### src/design/bmmh_pkg.sv
// shared types and constants of the bounded min-max heap
package bmmh_pkg;

  localparam int STATUS_W = 3;
  localparam int FILL_W   = 7;
  localparam int CAP_W    = 7;

  // result status codes
  localparam logic [STATUS_W-1:0] ST_INSERTED = 3'd0;
  localparam logic [STATUS_W-1:0] ST_REPLACED = 3'd1;
  localparam logic [STATUS_W-1:0] ST_DROPPED  = 3'd2;
  localparam logic [STATUS_W-1:0] ST_POPPED   = 3'd3;
  localparam logic [STATUS_W-1:0] ST_EMPTY    = 3'd4;

  // request codes
  localparam logic FUNC_OFFER = 1'b0;
  localparam logic FUNC_POP   = 1'b1;

  // configuration register indexes
  localparam logic CFG_CAPACITY      = 1'b0;
  localparam logic CFG_KEEP_SMALLEST = 1'b1;

  // controller states
  typedef enum logic [4:0] {
    S_IDLE, S_DISPATCH, S_POP_ROOT, S_POP_LAST, S_POP_INIT, S_INS_FIRST, S_INS_RD,
    S_INS_CMP, S_RISE_RD, S_RISE_CMP, S_REP_A, S_REP_B, S_REP_C, S_REP_D, S_REP_E,
    S_SK_SCAN, S_SK_DEC, S_SK_CHILD, S_SK_PAR, S_DONE
  } ctl_state_t;

  // datapath operations
  typedef enum logic [4:0] {
    OP_NONE, OP_START, OP_POP_ROOT, OP_POP_LAST, OP_POP_INIT, OP_INS_FIRST, OP_INS_RD,
    OP_INS_CMP, OP_RISE_RD, OP_RISE_CMP, OP_REP_A, OP_REP_B, OP_REP_C, OP_REP_D,
    OP_REP_E, OP_SK_SCAN, OP_SK_DEC, OP_SK_CHILD, OP_SK_PAR, OP_LOAD_OUT
  } dp_op_t;

  typedef struct packed {
    dp_op_t                op;
    logic [STATUS_W-1:0]   st;
  } dp_cmd_t;

  typedef struct packed {
    logic is_pop;
    logic cnt_zero;
    logic cnt_one;
    logic cnt_two;
    logic below_cap;
    logic issue;
    logic rise_end;
    logic rise_go;
    logic rep_drop;
    logic rep_root;
    logic sk_go;
    logic sk_child;
    logic out_busy;
  } dp_flags_t;

endpackage

### src/design/bmmh_ram.sv
// generic simple dual-port ram with registered read
module bmmh_ram #(
  parameter int WIDTH = 32,
  parameter int DEPTH = 64
) (
  input  logic                     clk,
  input  logic                     we,
  input  logic [$clog2(DEPTH)-1:0] waddr,
  input  logic [WIDTH-1:0]         wdata,
  input  logic [$clog2(DEPTH)-1:0] raddr,
  output logic [WIDTH-1:0]         rdata
);

  logic [WIDTH-1:0] mem [DEPTH];

  // write port and registered read port
  always_ff @(posedge clk) begin
    if (we) begin
      mem[waddr] <= wdata;
    end
    rdata <= mem[raddr];
  end

endmodule

### src/design/bmmh_ctrl.sv
// controller state machine sequencing offers, pops and sift passes
module bmmh_ctrl import bmmh_pkg::*; (
  input  logic      clk,
  input  logic      rst_n,
  input  logic      in_valid,
  output logic      in_ready,
  input  dp_flags_t flags,
  output dp_cmd_t   cmd
);

  ctl_state_t          state_r, state_nxt;
  logic [STATUS_W-1:0] st_r, st_nxt;

  // state register
  always_ff @(posedge clk) begin
    if (!rst_n) begin
      state_r <= S_IDLE;
      st_r    <= ST_INSERTED;
    end else begin
      state_r <= state_nxt;
      st_r    <= st_nxt;
    end
  end

  // next state and commands
  always_comb begin
    state_nxt = state_r;
    st_nxt    = st_r;
    in_ready  = 1'b0;
    cmd.op    = OP_NONE;
    cmd.st    = st_r;
    unique case (state_r)
      S_IDLE: begin
        in_ready = 1'b1;
        if (in_valid) begin
          cmd.op    = OP_START;
          state_nxt = S_DISPATCH;
        end
      end
      S_DISPATCH: begin
        if (flags.is_pop) begin
          if (flags.cnt_zero) begin
            st_nxt    = ST_EMPTY;
            state_nxt = S_DONE;
          end else begin
            state_nxt = S_POP_ROOT;
          end
        end else if (flags.below_cap) begin
          state_nxt = flags.cnt_zero ? S_INS_FIRST : S_INS_RD;
        end else begin
          state_nxt = S_REP_A;
        end
      end
      S_POP_ROOT: begin
        cmd.op    = OP_POP_ROOT;
        state_nxt = S_POP_LAST;
      end
      S_POP_LAST: begin
        cmd.op    = OP_POP_LAST;
        state_nxt = S_POP_INIT;
      end
      S_POP_INIT: begin
        cmd.op    = OP_POP_INIT;
        state_nxt = S_SK_SCAN;
      end
      S_INS_FIRST: begin
        cmd.op    = OP_INS_FIRST;
        st_nxt    = ST_INSERTED;
        state_nxt = S_DONE;
      end
      S_INS_RD: begin
        cmd.op    = OP_INS_RD;
        state_nxt = S_INS_CMP;
      end
      S_INS_CMP: begin
        cmd.op    = OP_INS_CMP;
        state_nxt = S_RISE_RD;
      end
      S_RISE_RD: begin
        cmd.op = OP_RISE_RD;
        if (flags.rise_end) begin
          st_nxt    = ST_INSERTED;
          state_nxt = S_DONE;
        end else begin
          state_nxt = S_RISE_CMP;
        end
      end
      S_RISE_CMP: begin
        cmd.op = OP_RISE_CMP;
        if (flags.rise_go) begin
          state_nxt = S_RISE_RD;
        end else begin
          st_nxt    = ST_INSERTED;
          state_nxt = S_DONE;
        end
      end
      S_REP_A: begin
        cmd.op    = OP_REP_A;
        state_nxt = S_REP_B;
      end
      S_REP_B: begin
        cmd.op    = OP_REP_B;
        state_nxt = S_REP_C;
      end
      S_REP_C: begin
        cmd.op    = OP_REP_C;
        state_nxt = S_REP_D;
      end
      S_REP_D: begin
        cmd.op = OP_REP_D;
        if (flags.rep_drop) begin
          st_nxt    = ST_DROPPED;
          state_nxt = S_DONE;
        end else if (flags.rep_root) begin
          st_nxt    = ST_REPLACED;
          state_nxt = S_DONE;
        end else begin
          state_nxt = S_REP_E;
        end
      end
      S_REP_E: begin
        cmd.op    = OP_REP_E;
        state_nxt = S_SK_SCAN;
      end
      S_SK_SCAN: begin
        cmd.op = OP_SK_SCAN;
        if (!flags.issue) begin
          state_nxt = S_SK_DEC;
        end
      end
      S_SK_DEC: begin
        cmd.op = OP_SK_DEC;
        if (!flags.sk_go) begin
          st_nxt    = flags.is_pop ? ST_POPPED : ST_REPLACED;
          state_nxt = S_DONE;
        end else if (flags.sk_child) begin
          state_nxt = S_SK_CHILD;
        end else begin
          state_nxt = S_SK_PAR;
        end
      end
      S_SK_CHILD: begin
        cmd.op    = OP_SK_CHILD;
        st_nxt    = flags.is_pop ? ST_POPPED : ST_REPLACED;
        state_nxt = S_DONE;
      end
      S_SK_PAR: begin
        cmd.op    = OP_SK_PAR;
        state_nxt = S_SK_SCAN;
      end
      S_DONE: begin
        if (!flags.out_busy) begin
          cmd.op    = OP_LOAD_OUT;
          state_nxt = S_IDLE;
        end
      end
      default: begin
        state_nxt = S_IDLE;
      end
    endcase
  end

endmodule

### src/design/bmmh_dp.sv
// datapath: count, config, working registers, comparators and output register
module bmmh_dp import bmmh_pkg::*; #(
  parameter int DEPTH     = 64,
  parameter int KEY_WIDTH = 32
) (
  input  logic                     clk,
  input  logic                     rst_n,
  input  dp_cmd_t                  cmd,
  output dp_flags_t                flags,
  input  logic                     in_func,
  input  logic [KEY_WIDTH-1:0]     in_key,
  output logic                     out_valid,
  input  logic                     out_ready,
  output logic [STATUS_W-1:0]      out_status,
  output logic [KEY_WIDTH-1:0]     out_out_key,
  output logic [FILL_W-1:0]        out_fill,
  input  logic                     cfg_valid,
  output logic                     cfg_ready,
  input  logic                     cfg_index,
  input  logic [CAP_W-1:0]         cfg_data,
  output logic                     ram_we,
  output logic [$clog2(DEPTH)-1:0] ram_waddr,
  output logic [KEY_WIDTH-1:0]     ram_wdata,
  output logic [$clog2(DEPTH)-1:0] ram_raddr,
  input  logic [KEY_WIDTH-1:0]     ram_rdata
);

  localparam int AW    = $clog2(DEPTH);
  localparam int IW    = AW + 3;
  localparam int CNT_W = $clog2(DEPTH + 1);
  localparam int CW    = (CNT_W > CAP_W) ? CNT_W : CAP_W;
  localparam logic [2:0] NCAND = 3'd6;

  // control registers
  logic [CNT_W-1:0] count_r, count_nxt;
  logic [CAP_W-1:0] cap_r;
  logic             ks_r;
  logic             out_valid_r;
  logic [2:0]       k_r, k_nxt;
  logic             pend_r, pend_nxt;
  logic             any_r, any_nxt;

  // payload registers
  logic                 func_r, func_nxt;
  logic [KEY_WIDTH-1:0] key_r, key_nxt;
  logic [KEY_WIDTH-1:0] val_r, val_nxt;
  logic [KEY_WIDTH-1:0] best_r, best_nxt;
  logic [KEY_WIDTH-1:0] okey_r, okey_nxt;
  logic [AW-1:0]        idx_r, idx_nxt;
  logic [AW-1:0]        bidx_r, bidx_nxt;
  logic [AW-1:0]        pidx_r, pidx_nxt;
  logic [CNT_W-1:0]     n_r, n_nxt;
  logic                 on_max_r, on_max_nxt;
  logic [STATUS_W-1:0]  ostat_r;
  logic [KEY_WIDTH-1:0] okey_out_r;
  logic [FILL_W-1:0]    ofill_r;

  // helpers
  logic [CW-1:0]   cap_x, cap_eff;
  logic [IW-1:0]   iw, g0, cand_w;
  logic [AW-1:0]   cand;
  logic [AW-1:0]   par_cnt, par_idx, par_bidx, gp_idx;
  logic            issue, ins_swap, par_swap, root_swap;

  function automatic logic gt(input logic [KEY_WIDTH-1:0] a, input logic [KEY_WIDTH-1:0] b,
                              input logic ks);
    return ks ? (a < b) : (a > b);
  endfunction

  function automatic logic prefer(input logic [KEY_WIDTH-1:0] a,
                                  input logic [KEY_WIDTH-1:0] b,
                                  input logic om, input logic ks);
    return om ? gt(a, b, ks) : gt(b, a, ks);
  endfunction

  // level parity of a store position: even level holds maxima
  function automatic logic max_level(input logic [AW-1:0] i);
    logic [AW:0] v;
    logic        par;
    v   = {1'b0, i} + 1'b1;
    par = 1'b0;
    for (int b = 0; b <= AW; b++) begin
      if (v[b]) begin
        par = b[0];
      end
    end
    return !par;
  endfunction

  // effective capacity clamp
  always_comb begin
    cap_x   = CW'(cap_r);
    cap_eff = cap_x;
    if (cap_x == '0) begin
      cap_eff = CW'(1);
    end else if (cap_x > CW'(DEPTH)) begin
      cap_eff = CW'(DEPTH);
    end
  end

  // candidate addresses for the sink scan and tree arithmetic
  always_comb begin
    iw = IW'(idx_r);
    g0 = (iw << 2) + IW'(3);
    case (k_r)
      3'd0:    cand_w = (iw << 1) + IW'(1);
      3'd1:    cand_w = (iw << 1) + IW'(2);
      default: cand_w = g0 + IW'(k_r - 3'd2);
    endcase
    issue    = (k_r < NCAND) && (cand_w < IW'(n_r));
    cand     = cand_w[AW-1:0];
    par_cnt  = AW'((count_r - 1'b1) >> 1);
    par_idx  = AW'((idx_r - 1'b1) >> 1);
    par_bidx = AW'((bidx_r - 1'b1) >> 1);
    gp_idx   = AW'((idx_r - AW'(3)) >> 2);
    ins_swap  = prefer(ram_rdata, key_r, on_max_r, ks_r);
    par_swap  = prefer(ram_rdata, val_r, on_max_r, ks_r);
    root_swap = gt(val_r, ram_rdata, ks_r);
  end

  // status towards the controller
  always_comb begin
    flags.is_pop    = (func_r == FUNC_POP);
    flags.cnt_zero  = (count_r == '0);
    flags.cnt_one   = (count_r == CNT_W'(1));
    flags.cnt_two   = (count_r == CNT_W'(2));
    flags.below_cap = (CW'(count_r) < cap_eff);
    flags.issue     = issue;
    flags.rise_end  = (IW'(idx_r) < IW'(3));
    flags.rise_go   = prefer(val_r, ram_rdata, on_max_r, ks_r);
    flags.rep_drop  = gt(best_r, key_r, ks_r);
    flags.rep_root  = (bidx_r == '0);
    flags.sk_go     = any_r && prefer(best_r, val_r, on_max_r, ks_r);
    flags.sk_child  = (IW'(bidx_r) < g0);
    flags.out_busy  = out_valid_r && !out_ready;
  end

  // per-operation datapath actions
  always_comb begin
    count_nxt  = count_r;
    k_nxt      = k_r;
    pend_nxt   = pend_r;
    any_nxt    = any_r;
    func_nxt   = func_r;
    key_nxt    = key_r;
    val_nxt    = val_r;
    best_nxt   = best_r;
    okey_nxt   = okey_r;
    idx_nxt    = idx_r;
    bidx_nxt   = bidx_r;
    pidx_nxt   = pidx_r;
    n_nxt      = n_r;
    on_max_nxt = on_max_r;
    ram_we     = 1'b0;
    ram_waddr  = idx_r;
    ram_wdata  = val_r;
    ram_raddr  = '0;
    case (cmd.op)
      OP_START: begin
        func_nxt = in_func;
        key_nxt  = in_key;
        okey_nxt = '0;
      end
      OP_POP_ROOT: begin
        ram_raddr = '0;
      end
      OP_POP_LAST: begin
        ram_raddr = AW'(count_r - 1'b1);
        okey_nxt  = ram_rdata;
        count_nxt = count_r - 1'b1;
      end
      OP_POP_INIT: begin
        val_nxt    = ram_rdata;
        idx_nxt    = '0;
        n_nxt      = count_r;
        on_max_nxt = 1'b1;
        k_nxt      = '0;
        pend_nxt   = 1'b0;
        any_nxt    = 1'b0;
      end
      OP_INS_FIRST: begin
        ram_we    = 1'b1;
        ram_waddr = '0;
        ram_wdata = key_r;
        count_nxt = count_r + 1'b1;
      end
      OP_INS_RD: begin
        ram_raddr  = par_cnt;
        idx_nxt    = AW'(count_r);
        on_max_nxt = max_level(AW'(count_r));
        count_nxt  = count_r + 1'b1;
      end
      OP_INS_CMP: begin
        val_nxt = key_r;
        if (ins_swap) begin
          ram_we     = 1'b1;
          ram_waddr  = idx_r;
          ram_wdata  = ram_rdata;
          idx_nxt    = par_idx;
          on_max_nxt = !on_max_r;
        end
      end
      OP_RISE_RD: begin
        ram_raddr = gp_idx;
        if (flags.rise_end) begin
          ram_we = 1'b1;
        end
      end
      OP_RISE_CMP: begin
        ram_we = 1'b1;
        if (flags.rise_go) begin
          ram_wdata = ram_rdata;
          idx_nxt   = gp_idx;
        end
      end
      OP_REP_A: begin
        ram_raddr = flags.cnt_one ? AW'(0) : AW'(1);
        bidx_nxt  = flags.cnt_one ? AW'(0) : AW'(1);
      end
      OP_REP_B: begin
        ram_raddr = AW'(2);
        best_nxt  = ram_rdata;
      end
      OP_REP_C: begin
        // third and later keys: least of the two root children (greatest when keeping the smallest keys)
        if (!flags.cnt_one && !flags.cnt_two && gt(best_r, ram_rdata, ks_r)) begin
          best_nxt = ram_rdata;
          bidx_nxt = AW'(2);
        end
      end
      OP_REP_D: begin
        if (flags.rep_drop) begin
          okey_nxt = key_r;
        end else begin
          okey_nxt = best_r;
          val_nxt  = key_r;
          idx_nxt  = bidx_r;
          if (flags.rep_root) begin
            ram_we    = 1'b1;
            ram_waddr = '0;
            ram_wdata = key_r;
          end
        end
      end
      OP_REP_E: begin
        if (root_swap) begin
          ram_we    = 1'b1;
          ram_waddr = '0;
          ram_wdata = val_r;
          val_nxt   = ram_rdata;
        end
        n_nxt      = count_r;
        on_max_nxt = 1'b0;
        k_nxt      = '0;
        pend_nxt   = 1'b0;
        any_nxt    = 1'b0;
      end
      OP_SK_SCAN: begin
        ram_raddr = cand;
        pend_nxt  = issue;
        pidx_nxt  = cand;
        if (issue) begin
          k_nxt = k_r + 1'b1;
        end
        if (pend_r && (!any_r || prefer(ram_rdata, best_r, on_max_r, ks_r))) begin
          best_nxt = ram_rdata;
          bidx_nxt = pidx_r;
          any_nxt  = 1'b1;
        end
      end
      OP_SK_DEC: begin
        ram_we    = 1'b1;
        ram_raddr = par_bidx;
        if (flags.sk_go) begin
          ram_wdata = best_r;
        end
      end
      OP_SK_CHILD: begin
        ram_we    = 1'b1;
        ram_waddr = bidx_r;
      end
      OP_SK_PAR: begin
        if (par_swap) begin
          ram_we    = 1'b1;
          ram_waddr = par_bidx;
          val_nxt   = ram_rdata;
        end
        idx_nxt  = bidx_r;
        k_nxt    = '0;
        pend_nxt = 1'b0;
        any_nxt  = 1'b0;
      end
      default: begin
      end
    endcase
  end

  // control registers
  always_ff @(posedge clk) begin
    if (!rst_n) begin
      count_r     <= '0;
      cap_r       <= CAP_W'(64);
      ks_r        <= 1'b0;
      out_valid_r <= 1'b0;
      k_r         <= '0;
      pend_r      <= 1'b0;
      any_r       <= 1'b0;
    end else begin
      count_r <= count_nxt;
      k_r     <= k_nxt;
      pend_r  <= pend_nxt;
      any_r   <= any_nxt;
      if (cfg_valid) begin
        if (cfg_index == CFG_CAPACITY) begin
          cap_r <= cfg_data;
        end else begin
          ks_r <= cfg_data[0];
        end
      end
      if (cmd.op == OP_LOAD_OUT) begin
        out_valid_r <= 1'b1;
      end else if (out_ready) begin
        out_valid_r <= 1'b0;
      end
    end
  end

  // payload registers
  always_ff @(posedge clk) begin
    func_r   <= func_nxt;
    key_r    <= key_nxt;
    val_r    <= val_nxt;
    best_r   <= best_nxt;
    okey_r   <= okey_nxt;
    idx_r    <= idx_nxt;
    bidx_r   <= bidx_nxt;
    pidx_r   <= pidx_nxt;
    n_r      <= n_nxt;
    on_max_r <= on_max_nxt;
    if (cmd.op == OP_LOAD_OUT) begin
      ostat_r    <= cmd.st;
      okey_out_r <= (cmd.st == ST_INSERTED || cmd.st == ST_EMPTY) ? '0 : okey_r;
      ofill_r    <= FILL_W'(count_r);
    end
  end

  assign cfg_ready   = 1'b1;
  assign out_valid   = out_valid_r;
  assign out_status  = ostat_r;
  assign out_out_key = okey_out_r;
  assign out_fill    = ofill_r;

endmodule

### src/design/bounded_min_max_heap.sv
// bounded min-max heap: an insert rises towards the root; a pop or a replacing offer sinks, with
// up to six reads per level on the single read port, a drain step, then two steps to settle.
// one request at a time; the result is held in an output register, so a waiting result does not
// block acceptance of the next request, which only stalls before loading its own result.
// reset (synchronous, active low) empties the heap, sets capacity 64 and keeps the largest keys;
// the key store itself is not cleared.
module bounded_min_max_heap import bmmh_pkg::*; #(
  parameter int DEPTH     = 64,
  parameter int KEY_WIDTH = 32
) (
  input  logic                 clk,
  input  logic                 rst_n,
  input  logic                 in_valid,
  output logic                 in_ready,
  input  logic                 in_func,
  input  logic [KEY_WIDTH-1:0] in_key,
  output logic                 out_valid,
  input  logic                 out_ready,
  output logic [STATUS_W-1:0]  out_status,
  output logic [KEY_WIDTH-1:0] out_out_key,
  output logic [FILL_W-1:0]    out_fill,
  input  logic                 cfg_valid,
  output logic                 cfg_ready,
  input  logic                 cfg_index,
  input  logic [CAP_W-1:0]     cfg_data
);

  localparam int AW = $clog2(DEPTH);

  dp_cmd_t              cmd;
  dp_flags_t            flags;
  logic                 ram_we;
  logic [AW-1:0]        ram_waddr, ram_raddr;
  logic [KEY_WIDTH-1:0] ram_wdata, ram_rdata;

  // sequencer
  bmmh_ctrl u_ctrl (
    .clk      (clk),
    .rst_n    (rst_n),
    .in_valid (in_valid),
    .in_ready (in_ready),
    .flags    (flags),
    .cmd      (cmd)
  );

  // datapath
  bmmh_dp #(.DEPTH(DEPTH), .KEY_WIDTH(KEY_WIDTH)) u_dp (
    .clk         (clk),
    .rst_n       (rst_n),
    .cmd         (cmd),
    .flags       (flags),
    .in_func     (in_func),
    .in_key      (in_key),
    .out_valid   (out_valid),
    .out_ready   (out_ready),
    .out_status  (out_status),
    .out_out_key (out_out_key),
    .out_fill    (out_fill),
    .cfg_valid   (cfg_valid),
    .cfg_ready   (cfg_ready),
    .cfg_index   (cfg_index),
    .cfg_data    (cfg_data),
    .ram_we      (ram_we),
    .ram_waddr   (ram_waddr),
    .ram_wdata   (ram_wdata),
    .ram_raddr   (ram_raddr),
    .ram_rdata   (ram_rdata)
  );

  // key store
  bmmh_ram #(.WIDTH(KEY_WIDTH), .DEPTH(DEPTH)) u_store (
    .clk   (clk),
    .we    (ram_we),
    .waddr (ram_waddr),
    .wdata (ram_wdata),
    .raddr (ram_raddr),
    .rdata (ram_rdata)
  );

endmodule

### config.mk
export PLATFORM = sky130hd
export DESIGN_NAME = bounded_min_max_heap
export DESIGN_NICKNAME = d
export VERILOG_FILES = /design/src/design/bmmh_pkg.sv /design/src/design/bmmh_ram.sv /design/src/design/bmmh_ctrl.sv /design/src/design/bmmh_dp.sv /design/src/design/bounded_min_max_heap.sv
export SDC_FILE = /design/constraint.sdc
export NUM_CORES = 2
export LEC_CHECK = 0
export ABC_AREA = 1
export BUFFER_PORTS_ARGS = -buffer_cell sky130_fd_sc_hd__buf_2
export CAP_MARGIN = 25
export CORE_AREA = 3 3 543 545
export DETAILED_ROUTE_END_ITERATION = 8
export DIE_AREA = 0 0 546 548
export GPL_ROUTABILITY_DRIVEN = 1
export SETUP_SLACK_MARGIN = 0.3
export SKIP_LAST_GASP = 1
export SYNTH_ARGS = -nofsm -noshare
export SYNTH_HDL_FRONTEND = slang
export SYNTH_HIERARCHICAL = 1
export SYNTH_SLANG_ARGS = --single-unit
### constraint.sdc
create_clock -name clk -period 9.4 [get_ports clk]
set_input_delay 2.82 -clock clk [delete_from_list [all_inputs] [get_ports clk]]
set_output_delay 2.82 -clock clk [all_outputs]
set_load 0.02 [all_outputs]
# Word-level counts from Yosys, hierarchy flattened

Memories as Yosys holds them, arrays and structs flattened. A register that Yosys moved wholly into a read port is not among the register bits.
Index checks and enable logic that the tools add are counted.

Bits in registers: 226
RAM bits: 2048
Input bits: 46
Output and inout port bits: 45
Word-level logic and storage cells: 264
Memories: 1

Memories:

| memory      | words | bits a word | rd ports | clocked after memory_dff | write ports | RTL line       | text |
|---|---|---|---|---|---|---|---|
| u_store.mem | 64    | 32          | 1        | 1                        | 1           | bmmh_ram.sv:14 | `logic [WIDTH-1:0] mem [DEPTH];` |

Add/sub/neg operators: 12
Magnitude comparators: 24
Eq/ne operators: 58
Multiplexer cells: 99
Bitwise logic cells: 1
Reductions and logical operators: 47

Operator list:

| operator                                              | count |
|---|---|
| two-way mux 32 bit                                    | 11 |
| case mux 32 bit (5 select lines)                      | 2 |
| greater-than comparator 32 bit                        | 9 |
| less-than comparator 32 bit                           | 9 |
| case mux 32 bit (3 select lines)                      | 2 |
| case mux 5 bit (19 select lines)                      | 1 |
| case mux 5 bit (17 select lines)                      | 1 |
| == test 5 x 4 -> 1 bit, second input constant         | 16 |
| two-way mux 5 bit                                     | 12 |
| two-way mux 6 bit                                     | 9 |
| case mux 6 bit (7 select lines)                       | 1 |
| == test 5 x 3 -> 1 bit, second input constant         | 8 |
| == test 5 bit, second input constant                  | 8 |
| two-way mux 1 bit                                     | 36 |
| case mux 6 bit (6 select lines)                       | 1 |
| case mux 6 bit (5 select lines)                       | 1 |
| two-way mux 3 bit                                     | 8 |
| case mux 3 bit (7 select lines)                       | 1 |
| case mux 6 bit (3 select lines)                       | 1 |
| case mux 9 bit (2 select lines)                       | 1 |
| inequality test 2 x 1 -> 1 bit, second input constant | 8 |
| inequality test 2 bit, second input constant          | 8 |
| == test 5 x 2 -> 1 bit, second input constant         | 3 |
| logical NOT 7 bit                                     | 2 |
| 50 further kinds                                      | 82 |

# Depth between registers and ports, before layout

Depth after elaboration: 10
Depth in mapped cells: 28
Mapped depth without buffers: 24

# Modules after synthesis

Netlist, hierarchy kept.

By module, submodules not included:

| module    | instances | cells an instance | area an instance (µm²) | sequential area each (µm²) |
|---|---|---|---|---|
| bmmh_ram  | 1         | 6785              | 82785.6                | 62139.6 |
| bmmh_dp   | 1         | 2315              | 17703.2                | 6336.1 |
| bmmh_ctrl | 1         | 156               | 849.6                  | 160.2 |

# Worst setup path before layout

No wires, ideal clock.

Kind: input to register
Start point: input port out_ready
End point: memory u_store.mem[55][0] (enable)
Library setup time: 0.461 ns
Arrival: 7.222 ns
Data required time: 8.939 ns
Slack: 1.717 ns
Stages: 17
Path buffers: 0
Cell sequence: nor2_1 -> nor2_1 -> or3_1 -> inv_1 -> nor2_1 -> inv_2 -> nor2_2 -> nor2_1 -> inv_2 -> nor3_1 -> nand3b_1 -> nand2_1 -> nand2_1 -> inv_1 -> nor3_1 -> inv_1 -> nor3_1

RTL lines:

| what        | RTL line                   | text |
|---|---|---|
| from (decl) | bounded_min_max_heap.sv:18 | `input logic out_ready,` |
| to (decl)   | bmmh_ram.sv:14             |  |

==> summary.md <==
| Metric | Value |
|---|---|
| Die area | `299200 µm²` |
| Unrepaired setup endpoints after global routing | `false` |
| Setup TNS Final | `0 ns` |
| Initial antenna violation count | `6` |
| Clock tree buffer depth | `4` |
| CTS tree | `yes` |
| H-tree Lvls | `4` |
| Post-CTS Resized | `0` |
| Nets@finish | `9460` |
| Terminus of the critical flop-to-flop path | `u_store/rdata[29]$_DFF_P_` |
| Worst r2r src | `u_ctrl/state_r[4]$_SDFFE_PN0P_` |
| Most common library cells after synthesis | `2773 x nand2_1, 2245 x edfxtp_1, 2238 x nand3_1, 320 x inv_1, 282 x buf_2` |
| Count leader, synth | `nand2_1` |
| Hpwl dp | `174400 µm` |
| Largest net degree at the start of global routing | `228` |
| Root buffer cell | `clkbuf_16` |
| Vias in the first global route | `68.89k` |
| Clk pin slew, worst setup/hold paths | `0.06 ns` |
| Post-synth cell types | `56` |
| Starting Density | `0.3487` |
| Fmax achieved | `0.1266 GHz` |
| Clk_skew | `0.09662 ns` |
| HP Class | `flop to flop` |
| Setup CP Type | `input port to flop` |
| Req. time, crit path | `10.11 ns` |
| Hold Path End | `u_dp/out_status[2]$_DFFE_PP_` |
| Ports | `91` |
| Final WS setup | `1.503 ns` |
| Netlist area before placement | `101300 µm²` |
| Area leader, netlist | `edfxtp_1` |
| FFs w/ async S/R, synth | `0` |
| Final Instance Count excl. Fillers | `13.32k` |
| Critical path fanouts, max | `147` |
| Synth Net Count | `9498` |
| Synthesis-stage register bit count | `2306` |
| Fin util | `0.3907` |
| DR vias | `72.01k` |
| R2R Setup Slk | `2.35 ns` |
| Avg Cell Area, Syn | `10.95 µm²` |
| Hold depth | `0` |
| Fill count | `27.55k` |
| Post-CTS setup buffers | `0` |
| Arr. time, crit path | `8.61 ns` |
| Post-synth EDFFs | `2245` |
| Period minus WS final | `7.897 ns` |
| Area grow syn2layout | `12.03%` |
| R2r worst-path depth | `25` |
| Top cell type's share of synthesized area | `0.6652` |
| Setup WS pre-CTS | `0.8539 ns` |
| Core area | `290600 µm²` |
| Gr usage total | `0.2037` |
| Startpoint types | `input port` |
| 1st-iter DRT viols | `8676` |
| Final number of setup-violating endpoints | `0` |
| Top FF cell, synth | `edfxtp_1` |
| Post-route clock period utilization | `0.8401` |
| Routed length per placed instance | `23.67 µm` |
| Slew @ Worst Pin | `1.186 ns` |
| Hold Path Origin | `u_ctrl/st_r[2]$_SDFFE_PN0P_` |
| Fin. Hold Viols | `0` |
| Routability Congestion | `0.9173` |
| DRC | `0` |
| Wirelength, routed | `315200 µm` |
| Die W | `546 µm` |
| Ys Warns | `6` |
| DP Cell Count | `12.88k` |
| Total CTS buffers | `234` |
| IO Port Bufs | `89` |
| Mapped Cells | `9256` |
| Outcome | `finished, final reports clean` |
| Post-CTS Hold Buffers | `0` |
| Max-slew violations | `0` |
| Global-route wire length before repair | `462300 µm` |
| Worst VDD drop | `0.0007680 V` |
| Area contributors post-synth | `edfxtp_1 67%, nand3_1 11%, nand2_1 10%, ha_1 2.4%, buf_2 1.4%` |
| Chip Height | `548 µm` |
| Worst-Skew Late Latency | `0.93 ns` |
| Sequential area share after synthesis | `0.6773` |
| Maxcap violations | `0` |
| FP Rows | `198` |
| LEAKAGE | `0.04107 µW` |
| Pwr dens | `381.9 nW/µm²` |
| Share of cells above drive strength 1 | `0.08227` |
| Vias/cell | `5.408` |
| DR pass1 iterations | `9` |
| CP endpoint kind | `flop` |
| GRT overflow | `0` |
| CTS sink count | `2306` |
| Relative slew slack | `0.2094` |
| Antenna-violating nets left | `0` |
[critical path, stage by stage]
cell and delay [ns]:
buf_2 0.10, nor2_1 0.18, nor2_1 0.13, a31oi_1 0.19
o21ai_0 0.34, nor2_1 0.22, inv_1 0.13, nor2_2 0.12
buf_4 0.46, inv_1 0.21, o22ai_1 0.20, nor3_1 0.09
nand3_4 0.26, buf_12 0.57, buf_4 0.78, nand3_1 0.16
nand3_1 0.14, nand3_1 0.10, nand3_1 0.33, nand2_1 0.20
nand2_1 0.39, nand2_1 0.12
[layout make-up]
| class | count | area (µm²) | area share |
|---|---|---|---|
| sequential | 2306 | 68640 | 0.6045 |
| multi-input combinational | 6059 | 29300 | 0.2580 |
| clock buffer | 283 | 6082 | 0.05357 |
| tap | 3900 | 4880 | 0.04298 |
| timing repair buffer | 280 | 2257 | 0.01988 |
| inverter | 337 | 1301 | 0.01146 |
| clock inverter | 143 | 1062 | 0.009356 |
| antenna | 7 | 17.52 | 0.0001543 |
[kinds of logic after synthesis]
family          Yosys count  share of synthesized area
flops                  2306                     0.6773
xor+xnor                 21                   0.001889
other cells               1                 0.00003700
simple gates           5468                     0.2352
compound gates          373                    0.02041
buf+inv                 891                    0.04102
fa+ha+maj               196                    0.02420
[power breakdown]
group,internal (µW),switching [µW]
Clock,4920,3940
Sequential,14200,684
Combinational,4680,15000
[registers in the layout, summed over array words and instances, names as in the netlist]
signal and count:
u_dp/key_r 32, u_ctrl/state_r 5, u_dp/ks_r 1, u_store/mem 2048, u_dp/pidx_r 6, u_dp/out_valid 1, u_dp/k_r 3, u_dp/count_r 7
u_dp/on_max_r 1, u_ctrl/st_r 3, u_dp/pend_r 1, u_dp/out_out_key 32, u_dp/best_r 32, u_dp/okey_r 32, u_dp/val_r 32, u_dp/idx_r 6
u_dp/out_fill 7, u_dp/cap_r 7, u_dp/func_r 1, u_dp/bidx_r 6, u_dp/n_r 7, u_dp/any_r 1, u_store/rdata 32, u_dp/out_status 3
[per-stage QoR]
step	instance area, µm²	total power (µW)	hold slack [ns]
2_1_floorplan	101300	26950	0.4086
3_3_place_gp	106300	34170	0.4239
3_5_place_dp	106300	34430	0.4435
4_1_cts	113500	43290	0.4572
5_1_grt	113500	45610	0.4612
6_report	113500	43360	0.4576
[layout by cell type (no fill, tap or decap), drive strengths merged, types with 2 or more instances in the layout]
cell / n
a211oi: 3
a21o: 4
a21oi: 120
a221oi: 2
a31oi: 5
buf: 280
bufinv: 12
clkbuf: 283
clkinv: 113
clkinvlp: 13
dfxtp: 61
diode: 7
edfxtp: 2245
ha: 196
inv: 342
nand2: 2796
nand3: 2247
nand3b: 4
nand4: 91
nor2: 285
nor2b: 2
nor3: 38
nor4: 2
o2111ai: 2
o211ai: 11
o21a: 13
o21ai: 157
o21bai: 2
o221ai: 4
o22ai: 44
o31ai: 4
xnor2: 4
xor2: 17
[worst max path at each step]
stage | start | to | cells after the start
floorplan | out_ready | u_store/mem[55][0]$_DFFE_PP_ | 17
global placement | out_ready | u_store/rdata[29]$_DFF_P_ | 23
detailed placement | out_ready | u_store/rdata[29]$_DFF_P_ | 22
CTS | out_ready | u_store/rdata[29]$_DFF_P_ | 22
global route | out_ready | u_store/rdata[29]$_DFF_P_ | 22
finish | out_ready | u_store/rdata[29]$_DFF_P_ | 22
[per-layer routing]
layer	wire, µm	global-route usage	vias to the layer above	part of all wire
li1	-	-	32564	-
met1	127900	0.2754	35290	0.41
met2	143700	0.3240	3578	0.46
met3	28760	0.03378	582	0.091
met4	14840	0.08869	0	0.047
met5	0	0	-	0
Note: power is estimated with default switching activity, not from simulation.
